## src/rtl/tssm_pkg.sv

```systemverilog
//------------------------------------------------------------------------------
// Touch sample mapper package
// Shared types, register indexes and sizes for the touch sample mapper.
//------------------------------------------------------------------------------
`default_nettype none
package tssm_pkg;
   localparam int SCREEN_WIDTH  = 320;
   localparam int SCREEN_HEIGHT = 240;

   localparam logic [2:0] REG_CXX    = 3'd0;
   localparam logic [2:0] REG_CXY    = 3'd1;
   localparam logic [2:0] REG_OFFX   = 3'd2;
   localparam logic [2:0] REG_CYX    = 3'd3;
   localparam logic [2:0] REG_CYY    = 3'd4;
   localparam logic [2:0] REG_OFFY   = 3'd5;
   localparam logic [2:0] REG_DIV    = 3'd6;
   localparam logic [2:0] REG_ORIENT = 3'd7;

   typedef struct packed {
      logic [7:0] z1_reading;
      logic [7:0] z2_reading;
      logic [9:0] x_sample0;
      logic [9:0] x_sample1;
      logic [9:0] x_sample2;
      logic [9:0] x_sample3;
      logic [9:0] y_sample0;
      logic [9:0] y_sample1;
      logic [9:0] y_sample2;
      logic [9:0] y_sample3;
   } req_type;

   typedef struct packed {
      logic [8:0] screen_x;
      logic [8:0] screen_y;
      logic [7:0] touch_pressure;
      logic [9:0] kept_raw_x;
      logic [9:0] kept_raw_y;
   } rsp_type;

   typedef struct packed {
      logic load;
      logic axis_y;
      logic mul_a;
      logic mul_b;
      logic div_start;
      logic div_step;
      logic commit;
      logic out_load;
   } cmd_type;

   typedef struct packed {
      logic need_x;
      logic need_y;
      logic div_last;
   } sts_type;
endpackage
`default_nettype wire

```

## src/rtl/tssm_datapath.sv

```systemverilog
//------------------------------------------------------------------------------
// Touch sample mapper datapath
// Averaging, affine numerator, shared restoring divider and rotation.
//------------------------------------------------------------------------------
`default_nettype none
module tssm_datapath (
   input  wire logic              clock,
   input  wire logic              reset,
   input  wire logic              csr_write_enable,
   input  wire logic [2:0]        csr_index,
   input  wire logic [31:0]       csr_write_data,
   input  wire tssm_pkg::req_type req_data,
   input  wire tssm_pkg::cmd_type cmd,
   output tssm_pkg::sts_type      sts,
   output tssm_pkg::rsp_type      rsp_data
);
   logic signed [31:0] cxx_ff, cxy_ff, offx_ff, cyx_ff, cyy_ff, offy_ff, div_ff;
   logic [1:0] orient_ff;
   logic [9:0] raw_x_ff, raw_y_ff, last_x_ff, last_y_ff, raw_x_in, raw_y_in;
   logic [8:0] map_x_ff;
   logic [7:0] map_y_ff, press_ff, press_in;
   logic signed [63:0] num_ff, num_in;
   logic [63:0] quo_ff, quo_in;
   logic [32:0] rem_ff, rem_in;
   logic neg_ff, neg_in;
   logic [5:0] cnt_ff, cnt_in;
   tssm_pkg::rsp_type rsp_ff, rsp_in;
   logic [11:0] sum_x, sum_y;
   logic [7:0] p;
   logic [9:0] ax, ay;
   logic signed [31:0] ca, cb;
   logic signed [63:0] prod;
   logic [63:0] num_mag;
   logic [31:0] div_mag;
   logic [32:0] trial;
   logic [63:0] qs;
   logic [8:0] clamped, sx, sy;
   logic [8:0] my9;

   always_comb begin
      p = req_data.z1_reading + (8'd127 - req_data.z2_reading);
      sum_x = 12'd4092 - 12'(req_data.x_sample0) - 12'(req_data.x_sample1)
            - 12'(req_data.x_sample2) - 12'(req_data.x_sample3);
      sum_y = 12'(req_data.y_sample0) + 12'(req_data.y_sample1)
            + 12'(req_data.y_sample2) + 12'(req_data.y_sample3);
      ax = sum_x[11:2];
      ay = sum_y[11:2];
      press_in = p;
      raw_x_in = raw_x_ff;
      raw_y_in = raw_y_ff;
      if (p < 8'd5) begin
         press_in = 8'd0;
      end else if (ax >= 10'd10 && ay >= 10'd10) begin
         raw_x_in = ax;
         raw_y_in = ay;
      end
   end

   always_comb begin
      ca = cmd.axis_y ? cyx_ff : cxx_ff;
      cb = cmd.axis_y ? cyy_ff : cxy_ff;
      if (cmd.mul_a) prod = ca * $signed({22'd0, raw_x_ff});
      else           prod = cb * $signed({22'd0, raw_y_ff});
      num_mag = num_ff[63] ? 64'(-num_ff) : num_ff;
      div_mag = div_ff[31] ? 32'(-div_ff) : div_ff;
      trial = {rem_ff[31:0], quo_ff[63]} - {1'b0, div_mag};
      num_in = num_ff;
      quo_in = quo_ff;
      rem_in = rem_ff;
      neg_in = neg_ff;
      cnt_in = cnt_ff;
      if (cmd.mul_a) begin
         num_in = prod + 64'(cmd.axis_y ? offy_ff : offx_ff);
      end else if (cmd.mul_b) begin
         num_in = num_ff + prod;
      end else if (cmd.div_start) begin
         quo_in = num_mag;
         rem_in = 33'd0;
         neg_in = num_ff[63] ^ div_ff[31];
         cnt_in = '0;
      end else if (cmd.div_step) begin
         if (!trial[32]) begin
            rem_in = trial;
            quo_in = {quo_ff[62:0], 1'b1};
         end else begin
            rem_in = {rem_ff[31:0], quo_ff[63]};
            quo_in = {quo_ff[62:0], 1'b0};
         end
         cnt_in = cnt_ff + 6'd1;
      end
   end

   always_comb begin
      qs = neg_ff ? 64'(-quo_ff) : quo_ff;
      if (div_ff == 32'sd0 || qs[63]) clamped = 9'd0;
      else if (cmd.axis_y)
         clamped = (qs >= 64'(tssm_pkg::SCREEN_HEIGHT))
                   ? 9'(tssm_pkg::SCREEN_HEIGHT - 1) : qs[8:0];
      else
         clamped = (qs >= 64'(tssm_pkg::SCREEN_WIDTH))
                   ? 9'(tssm_pkg::SCREEN_WIDTH - 1) : qs[8:0];
      my9 = {1'b0, map_y_ff};
      case (orient_ff)
         2'd0: begin
            sx = map_x_ff;
            sy = my9;
         end
         2'd1: begin
            sx = my9;
            sy = 9'(tssm_pkg::SCREEN_WIDTH) - map_x_ff;
         end
         2'd2: begin
            sx = 9'(tssm_pkg::SCREEN_WIDTH) - map_x_ff;
            sy = 9'(tssm_pkg::SCREEN_HEIGHT) - my9;
         end
         default: begin
            sx = 9'(tssm_pkg::SCREEN_HEIGHT) - my9;
            sy = map_x_ff;
         end
      endcase
      rsp_in = rsp_ff;
      if (cmd.out_load) begin
         rsp_in.screen_x = sx;
         rsp_in.screen_y = sy;
         rsp_in.touch_pressure = press_ff;
         rsp_in.kept_raw_x = raw_x_ff;
         rsp_in.kept_raw_y = raw_y_ff;
      end
   end

   assign sts.need_x = raw_x_ff != last_x_ff;
   assign sts.need_y = raw_y_ff != last_y_ff;
   assign sts.div_last = cnt_ff == 6'd63;
   assign rsp_data = rsp_ff;

   always_ff @(posedge clock) begin
      num_ff <= num_in;
      quo_ff <= quo_in;
      rem_ff <= rem_in;
      neg_ff <= neg_in;
      cnt_ff <= cnt_in;
      rsp_ff <= rsp_in;
      if (reset) begin
         cxx_ff <= '0; cxy_ff <= '0; offx_ff <= '0;
         cyx_ff <= '0; cyy_ff <= '0; offy_ff <= '0;
         div_ff <= '0; orient_ff <= '0;
         raw_x_ff <= '0; raw_y_ff <= '0; last_x_ff <= '0; last_y_ff <= '0;
         map_x_ff <= '0; map_y_ff <= '0; press_ff <= '0;
      end else begin
         if (csr_write_enable) begin
            case (csr_index)
               tssm_pkg::REG_CXX:  cxx_ff  <= csr_write_data;
               tssm_pkg::REG_CXY:  cxy_ff  <= csr_write_data;
               tssm_pkg::REG_OFFX: offx_ff <= csr_write_data;
               tssm_pkg::REG_CYX:  cyx_ff  <= csr_write_data;
               tssm_pkg::REG_CYY:  cyy_ff  <= csr_write_data;
               tssm_pkg::REG_OFFY: offy_ff <= csr_write_data;
               tssm_pkg::REG_DIV:  div_ff  <= csr_write_data;
               default:            orient_ff <= csr_write_data[1:0];
            endcase
         end
         if (cmd.load) begin
            raw_x_ff <= raw_x_in;
            raw_y_ff <= raw_y_in;
            press_ff <= press_in;
         end
         if (cmd.commit) begin
            if (cmd.axis_y) begin
               map_y_ff <= clamped[7:0];
               last_y_ff <= raw_y_ff;
            end else begin
               map_x_ff <= clamped;
               last_x_ff <= raw_x_ff;
            end
         end
      end
   end
endmodule
`default_nettype wire

```

## src/rtl/tssm_controller.sv

```systemverilog
//------------------------------------------------------------------------------
// Touch sample mapper controller
// Sequences load, per-axis multiply, division, commit and output.
//------------------------------------------------------------------------------
`default_nettype none
module tssm_controller (
   input  wire logic              clock,
   input  wire logic              reset,
   input  wire logic              req_valid,
   output logic                   req_stall,
   output logic                   rsp_valid,
   input  wire logic              rsp_stall,
   input  wire tssm_pkg::sts_type sts,
   output tssm_pkg::cmd_type      cmd
);
   localparam logic [2:0] S_IDLE = 3'd0;
   localparam logic [2:0] S_MULA = 3'd1;
   localparam logic [2:0] S_MULB = 3'd2;
   localparam logic [2:0] S_DSTA = 3'd3;
   localparam logic [2:0] S_DIV  = 3'd4;
   localparam logic [2:0] S_COMM = 3'd5;
   localparam logic [2:0] S_OUT  = 3'd6;

   logic [2:0] state_ff, state_in;
   logic axis_ff, axis_in, valid_ff, valid_in;

   assign req_stall = (state_ff != S_IDLE);
   assign rsp_valid = valid_ff;

   always_comb begin
      cmd = '0;
      cmd.axis_y = axis_ff;
      state_in = state_ff;
      axis_in = axis_ff;
      valid_in = valid_ff && rsp_stall;
      case (state_ff)
         S_IDLE: begin
            if (req_valid) begin
               cmd.load = 1'b1;
               state_in = S_MULA;
               axis_in = 1'b0;
            end
         end
         S_MULA: begin
            if ((axis_ff ? sts.need_y : sts.need_x)) begin
               cmd.mul_a = 1'b1;
               state_in = S_MULB;
            end else if (axis_ff) begin
               state_in = S_OUT;
            end else begin
               axis_in = 1'b1;
            end
         end
         S_MULB: begin
            cmd.mul_b = 1'b1;
            state_in = S_DSTA;
         end
         S_DSTA: begin
            cmd.div_start = 1'b1;
            state_in = S_DIV;
         end
         S_DIV: begin
            cmd.div_step = 1'b1;
            if (sts.div_last) state_in = S_COMM;
         end
         S_COMM: begin
            cmd.commit = 1'b1;
            if (axis_ff) state_in = S_OUT;
            else begin
               axis_in = 1'b1;
               state_in = S_MULA;
            end
         end
         S_OUT: begin
            if (!valid_ff || !rsp_stall) begin
               cmd.out_load = 1'b1;
               valid_in = 1'b1;
               state_in = S_IDLE;
            end
         end
         default: state_in = S_IDLE;
      endcase
   end

   always_ff @(posedge clock) begin
      if (reset) begin
         state_ff <= S_IDLE;
         axis_ff <= 1'b0;
         valid_ff <= 1'b0;
      end else begin
         state_ff <= state_in;
         axis_ff <= axis_in;
         valid_ff <= valid_in;
      end
   end
endmodule
`default_nettype wire

```

## src/rtl/touch_sample_to_screen_mapper.sv

```systemverilog
//------------------------------------------------------------------------------
// Touch sample to screen mapper
// A new word is accepted only when the previous one has been mapped; each changed
// axis is remapped through the shared 64-step divider, an unchanged axis is not.
// The result register holds a word while the next is computed.
// Synchronous reset clears registers, kept point and mapping state.
//------------------------------------------------------------------------------
`default_nettype none
module touch_sample_to_screen_mapper (
   input  wire logic              clock,
   input  wire logic              reset,
   input  wire logic              req_valid,
   output logic                   req_stall,
   input  wire tssm_pkg::req_type req_data,
   output logic                   rsp_valid,
   input  wire logic              rsp_stall,
   output tssm_pkg::rsp_type      rsp_data,
   input  wire logic              csr_write_enable,
   input  wire logic [2:0]        csr_index,
   input  wire logic [31:0]       csr_write_data
);
   tssm_pkg::cmd_type cmd;
   tssm_pkg::sts_type sts;

   tssm_controller u_ctrl (
      .clock(clock), .reset(reset), .req_valid(req_valid), .req_stall(req_stall),
      .rsp_valid(rsp_valid), .rsp_stall(rsp_stall), .sts(sts), .cmd(cmd)
   );

   tssm_datapath u_dp (
      .clock(clock), .reset(reset), .csr_write_enable(csr_write_enable),
      .csr_index(csr_index), .csr_write_data(csr_write_data),
      .req_data(req_data), .cmd(cmd), .sts(sts), .rsp_data(rsp_data)
   );
endmodule
`default_nettype wire

```

## config.mk

```make
export PLATFORM = sky130hd
export DESIGN_NAME = touch_sample_to_screen_mapper
export DESIGN_NICKNAME = d
export VERILOG_FILES = /design/src/rtl/tssm_pkg.sv /design/src/rtl/tssm_datapath.sv /design/src/rtl/tssm_controller.sv /design/src/rtl/touch_sample_to_screen_mapper.sv
export SDC_FILE = /design/constraint.sdc
export NUM_CORES = 2
export LEC_CHECK = 0
export ABC_AREA = 1
export BUFFER_PORTS_ARGS = -buffer_cell sky130_fd_sc_hd__buf_4
export CAP_MARGIN = 20
export CORE_UTILIZATION = 30
export CTS_CLUSTER_DIAMETER = 150
export DETAILED_ROUTE_END_ITERATION = 10
export HOLD_SLACK_MARGIN = 0.1
export PLACE_DENSITY = 0.47
export RECOVER_POWER = 100
export SYNTH_ARGS = -nofsm -noshare
export SYNTH_HDL_FRONTEND = slang
export SYNTH_SLANG_ARGS = --single-unit
export TNS_END_PERCENT = 5
```

## constraint.sdc

```tcl
create_clock -name clock -period 9.67 [get_ports clock]
set_clock_uncertainty 0.2 [all_clocks]
set_input_delay 0.967 -clock clock [delete_from_list [all_inputs] [get_ports clock]]
set_output_delay 0.967 -clock clock [all_outputs]
set_load 0.005 [all_outputs]
```

### Word-level counts from Yosys, hierarchy flattened

Index checks and enable logic that the tools add are counted.

* register bits: 509
* input bits: 136
* output and inout port bits: 48
* word-level logic and storage cells: 156

* add/sub/neg operators: 18
* multiply operators: 2
* $lt $le $gt $ge: 5
* equal/unequal tests: 22
* muxes and demuxes: 45
* bitwise logic cells: 6
* reductions and logical operators: 30

Operators with widths (count)
* 2-to-1 mux 64 bit: 8
* 2-to-1 mux 32 bit: 5
* adder 64 bit: 2
* negation 64 bit: 2
* multiplier 32 x 11 -> 43 bit: 2
* >= comparator 64 x 8 -> 1 bit (second input constant): 1
* >= comparator 64 x 9 -> 1 bit (second input constant): 1
* case mux 9 bit (3 select lines): 2
* 2-to-1 mux 9 bit: 4
* subtractor 12 x 10 -> 12 bit: 3
* subtractor 33 x 32 -> 33 bit: 1
* logical NOT 32 bit: 1
* negation 32 bit: 1
* adder 12 x 10 -> 12 bit: 2
* case mux 3 bit (7 select lines): 1
* >= comparator 10 x 4 -> 1 bit (second input constant): 2
* inequality test 10 bit: 2
* AND reduction 2 bit: 10
* equality test 3 bit (second input constant): 6
* 2-to-1 mux 3 bit: 6
* 2-to-1 mux 1 bit: 16
* equality test 3 x 2 -> 1 bit (second input constant): 4
* AND reduction 3 bit: 4
* subtractor 3 x 11 -> 12 bit (first input constant): 1
* 28 further kinds: 41

### Longest topological paths before layout

* depth in word-level cells: 8
* mapped depth: 46
* gate-level depth less buffers: 45

### By module

Synthesis repeated with hierarchy kept, for this count alone.

* cell total of the unflattened synthesis: 7633
* area total of the unflattened synthesis: 56211.4 µm²

Modules (own cells, without submodules)
* tssm_datapath: instances 1, cells each 7567, area each 55838.6 µm², seq. area each 12221.7 µm²
* tssm_controller: instances 1, cells each 66, area each 372.9 µm², seq. area each 100.1 µm²

### Least setup slack after synthesis

No wires, ideal clock.

* path kind: flip-flop to flip-flop
* start: register u_ctrl.axis_ff
* end: register u_dp.num_ff[63], data pin
* library setup time: 0.257 ns
* arrival: 7.343 ns
* data required time: 9.213 ns
* slack: 1.869 ns
* stages on the path, launching flop included: 39
* path buffers: 1
* cells stage by stage: dfxtp_1 clkinv_1 buf_2 or2_2 nand2_1 nor2_1 fa_1 fa_1 inv_1 fa_1 inv_1 fa_1 inv_1 fa_1 inv_1 ha_1 a21oi_1 o21ai_0 [... 3 more ...] nor2_1 nor2_1 nand2_1 nand2_1 inv_1 ha_1 a21oi_1 inv_1 a21oi_1 a21boi_0 nor2_1 nor2_1 o211ai_1 a21oi_1 inv_1 nand2_1 nand2_1 xor2_1

* cells in the longest elaborated chain, start to end: 7

Ends and longest elaborated chain
* start: declaration: line tssm_controller.sv:25 `logic axis_ff, axis_in, valid_ff, valid_in;`
* start signal: assignment: line tssm_controller.sv:92 `axis_ff <= axis_in;`
* parallel branches: the longest is 6 deep, another holds adder 64 bit
* 2-to-1 mux 64 bit *: line tssm_datapath.sv:72 `if (cmd.mul_a) begin`
* named net u_dp.num_in[63]: line tssm_datapath.sv:22 `logic signed [63:0] num_ff, num_in;`
* end signal: assignment: line tssm_datapath.sv:137 `num_ff <= num_in;`
* end: declaration: line tssm_datapath.sv:22

Mark *: on every way through the listed nets, which the timed path passes. The select of a mux whose other input is x is not followed.
A chain may end at the register's enable or synchronous reset.

### Worst setup path after layout

Ends and elaborated chain as after synthesis.

==> impl_results.md <==
- Status: finished with violations
- Failing checks: max-capacitance violations, max-slew violations
- Main flop type after synthesis: dfxtp_1
- Vias per inst: about 4.9
- Count leader, synth: inv_1
- WHS: between 0.2 and 0.25 ns
- Endpoints failing setup: 0
- Setup crit end kind: register
- Synthesized instance count: 7654
- Detailed Place HPWL: about 160000 um
- Clk sinks: a little over 500
- Num CTS Buffers: 59
- Post-synth EDFFs: ~210
- Global-route wire length before repair: between 300000 and 400000 um
- GR Overflow Total: 0
- Critical Path Most Common Cell: inv_1
- Setup TNS: 0 ns
- Die Span Y: about 430 um
- DIE WIDTH: about 430 um
- Port Buf Inserts: approximately 180
- Vias: about 51000
- DR pass1 iterations: 8
- Antenna violations before repair: 18
- Max VDD drop: around 0.27 mV
- Share of cells above drive strength 1: a little over 7%
- Clk buf depth: 3
- Final RePlAce weighted congestion: just over 0.9
- RSZ-0062 raised after global routing: false
- Final WL: between 200000 and 250000 um
- Synth area leader: fa_1
- Core Rows: around 160
- WP data required: about 10 ns
- Initial Util: 30.2%
- Die area: roughly 190000 um^2
- Crit-path max FO: between 50 and 60
- Leak: 29.6 nW
- Peak per-stage delay on the critical path: between 0.8 and 0.9 ns
- H-Tree Depth: 2
- Antenna-violating nets left: 0
- Worst-Skew Late Latency: 0.72 ns
- Core ar.: 186000 um^2
- FF+latch count, synth: between 500 and 600
- Final Cycle Share: 96.2%
- Clk root buf: clkbuf_16
- Relative slew slack: -176%
- Largest net degree at the start of global routing: 183
- Area after DPL: just over 60000 um^2
- Share of flip-flops with an asynchronous set or reset: 0%
- Vias in the first global route: between 50000 and 60000
- Ys Warns: 0
- Final Critical Period: 9.30 ns
- Final hold violations: 0
- DRC Markers: 0
- Post-synthesis cell area: 56200 um^2
- Area growth syn-to-layout: 12.2%
- CTS tree: done
- Gr usage total: a little over a fifth
- Design area: between 60000 and 70000 um^2
- DR iter-0 viols: approximately 3500
- Mapped Nets: 8700
- Hold crit path type: reg2reg
- Yosys cell types: 64
- Clock transition at the registers of the reported paths: around 0.06 ns
- PD cells: between 400 and 500 nW/um^2
- Routed length per instance: 19.6 um
- Critical Path AT: roughly 9.6 ns
- Syn avg cell area: between 7 and 8 um^2
- Most frequent cells after synthesis: inv_1 (1314), nand2_1 (1310), nor2_1 (1283)
- Startpoint Class: register
- Yosys top cell area share: 20.7%
- Nets@finish: 8884
- Critical path type: reg2reg
- Worst-Margin Slew: 4.13 ns
- Sequential cell area fraction in the yosys report: 21.9%
- Max Clk Rate: between 100 and 150 MHz
- Slowest-stage cell, CP: o21ai_0
- Ranking of synthesized cells by area: fa_1 (21%), edfxtp_1 (11%), dfxtp_1 (11%)
- Final slew viol count: 1033
- Fillers: 20130
- I/O pin count: ~180
- Maximum capacitance violations: 20
-- worst max-delay path, delay by kind of cell (launching register included) --
kind                     cells  cell delay, ns
XOR/XNOR                     1            0.14
flip-flops                   1            0.35
adder cells (fa/ha/maj)      7            3.54
AND/OR/NAND/NOR              6            0.76
buffers and inverters        9            1.12
AO/OA/AOI/OAI               12            2.95
-- cells in the final DEF, fill, tap and decap left out, types with 60 or more instances in the layout --
cell type and count:
fa_1 580, or2_2 90, ha_1 330, clkbuf_1 60
xnor2_1 102, edfxtp_1 213, o21ai_0 647, dfxtp_1 295
nor2_1 1276, nand2_1 1314, buf_4 277, clkbuf_16 64
a21oi_1 417, xor2_1 170, nand3_1 186, inv_1 1311
-- cell families (layout without fill, tap and decap cells) --
logic type,Yosys count,in the layout,share of synthesized area [%]
AOI/OAI and AO/OA,1324,1324,12.9
xor gates and xnor gates,273,273,4.26
adders and majority gates,910,910,28.0
buffers and inverters,1564,1799,10.5
DFF,509,509,21.9
muxes,2,2,0.0356
other,0,8,0
and+or+nand+nor,3072,3072,22.4
-- sequential cells by signal (all words and copies together) (netlist names), 32 cells and up --
name,count
u_dp.quo_ff,64
u_dp.rsp_data,46
u_dp.cyx_ff,32
u_dp.rem_ff,32
u_dp.cxx_ff,32
u_dp.cxy_ff,32
u_dp.cyy_ff,32
u_dp.div_ff,32
u_dp.num_ff,64
u_dp.offx_ff,32
u_dp.offy_ff,32
-- metrics by stage --
stage          setup WS (ns)  util (%)  cells  power, mW
2_1_floorplan           1.87         -   7654       16.7
5_1_grt               0.0168      33.9  10373       28.1
3_3_place_gp           0.185      32.9  10249       23.2
6_report               0.366      33.9  10377       25.6
3_5_place_dp           0.211      32.9  10252       23.1
4_1_cts                0.265      34.0  10364       25.6
-- path summary, 6_finish.rpt --
path                                                     from                     endpoint  slack, ns  cells past startpoint
worst max-delay path              u_ctrl.axis_ff$_SDFFE_PP0P_    u_dp.num_ff[63]$_DFFE_PP_       0.37                     35
worst min-delay path            u_dp.press_ff[3]$_SDFFE_PP0P_  u_dp.rsp_data[23]$_DFFE_PP_       0.23                      0
worst max register to register    u_ctrl.axis_ff$_SDFFE_PP0P_    u_dp.num_ff[63]$_DFFE_PP_       0.37                     35
worst min register to register  u_dp.press_ff[3]$_SDFFE_PP0P_  u_dp.rsp_data[23]$_DFFE_PP_       0.23                      0
-- routing by layer --
layer  wire, um  GRT usage, %  up-vias
met3       9220          1.91      231
met1      92500          28.8    24807
met4       6630          6.70        0
li1           -             -    24490
met5          0             0        -
met2      94800          35.4     1234
-- where the power goes --
part | total (mW) | switching [mW] | internal, mW
Clock | 2.38 | 1.02 | 1.37
Combinational | 19.3 | 12.7 | 6.59
Sequential | 3.95 | 0.551 | 3.40
Total | 25.6 | 14.3 | 11.4
-- layout make-up --
| class | count | area, um^2 | area share, % |
|---|---|---|---|
| diodes | 8 | 20.0 | 0.0318 |
| clock buffers | 88 | 1820 | 2.88 |
| clock inverters | 24 | 265 | 0.421 |
| inverters | 1325 | 4980 | 7.90 |
| multi-input cells | 5581 | 38000 | 60.2 |
| flip-flops and latches | 509 | 12300 | 19.5 |
| well taps | 2480 | 3100 | 4.92 |
| repair buffers | 362 | 2580 | 4.10 |
-- repair_timing --
action                     CTS  global route
gates resized for setup      0             7
setup endpoints to repair    0            11
hold buffers                 0             0
buffers inserted             0             3
Note: power is estimated with default switching activity, not from simulation.
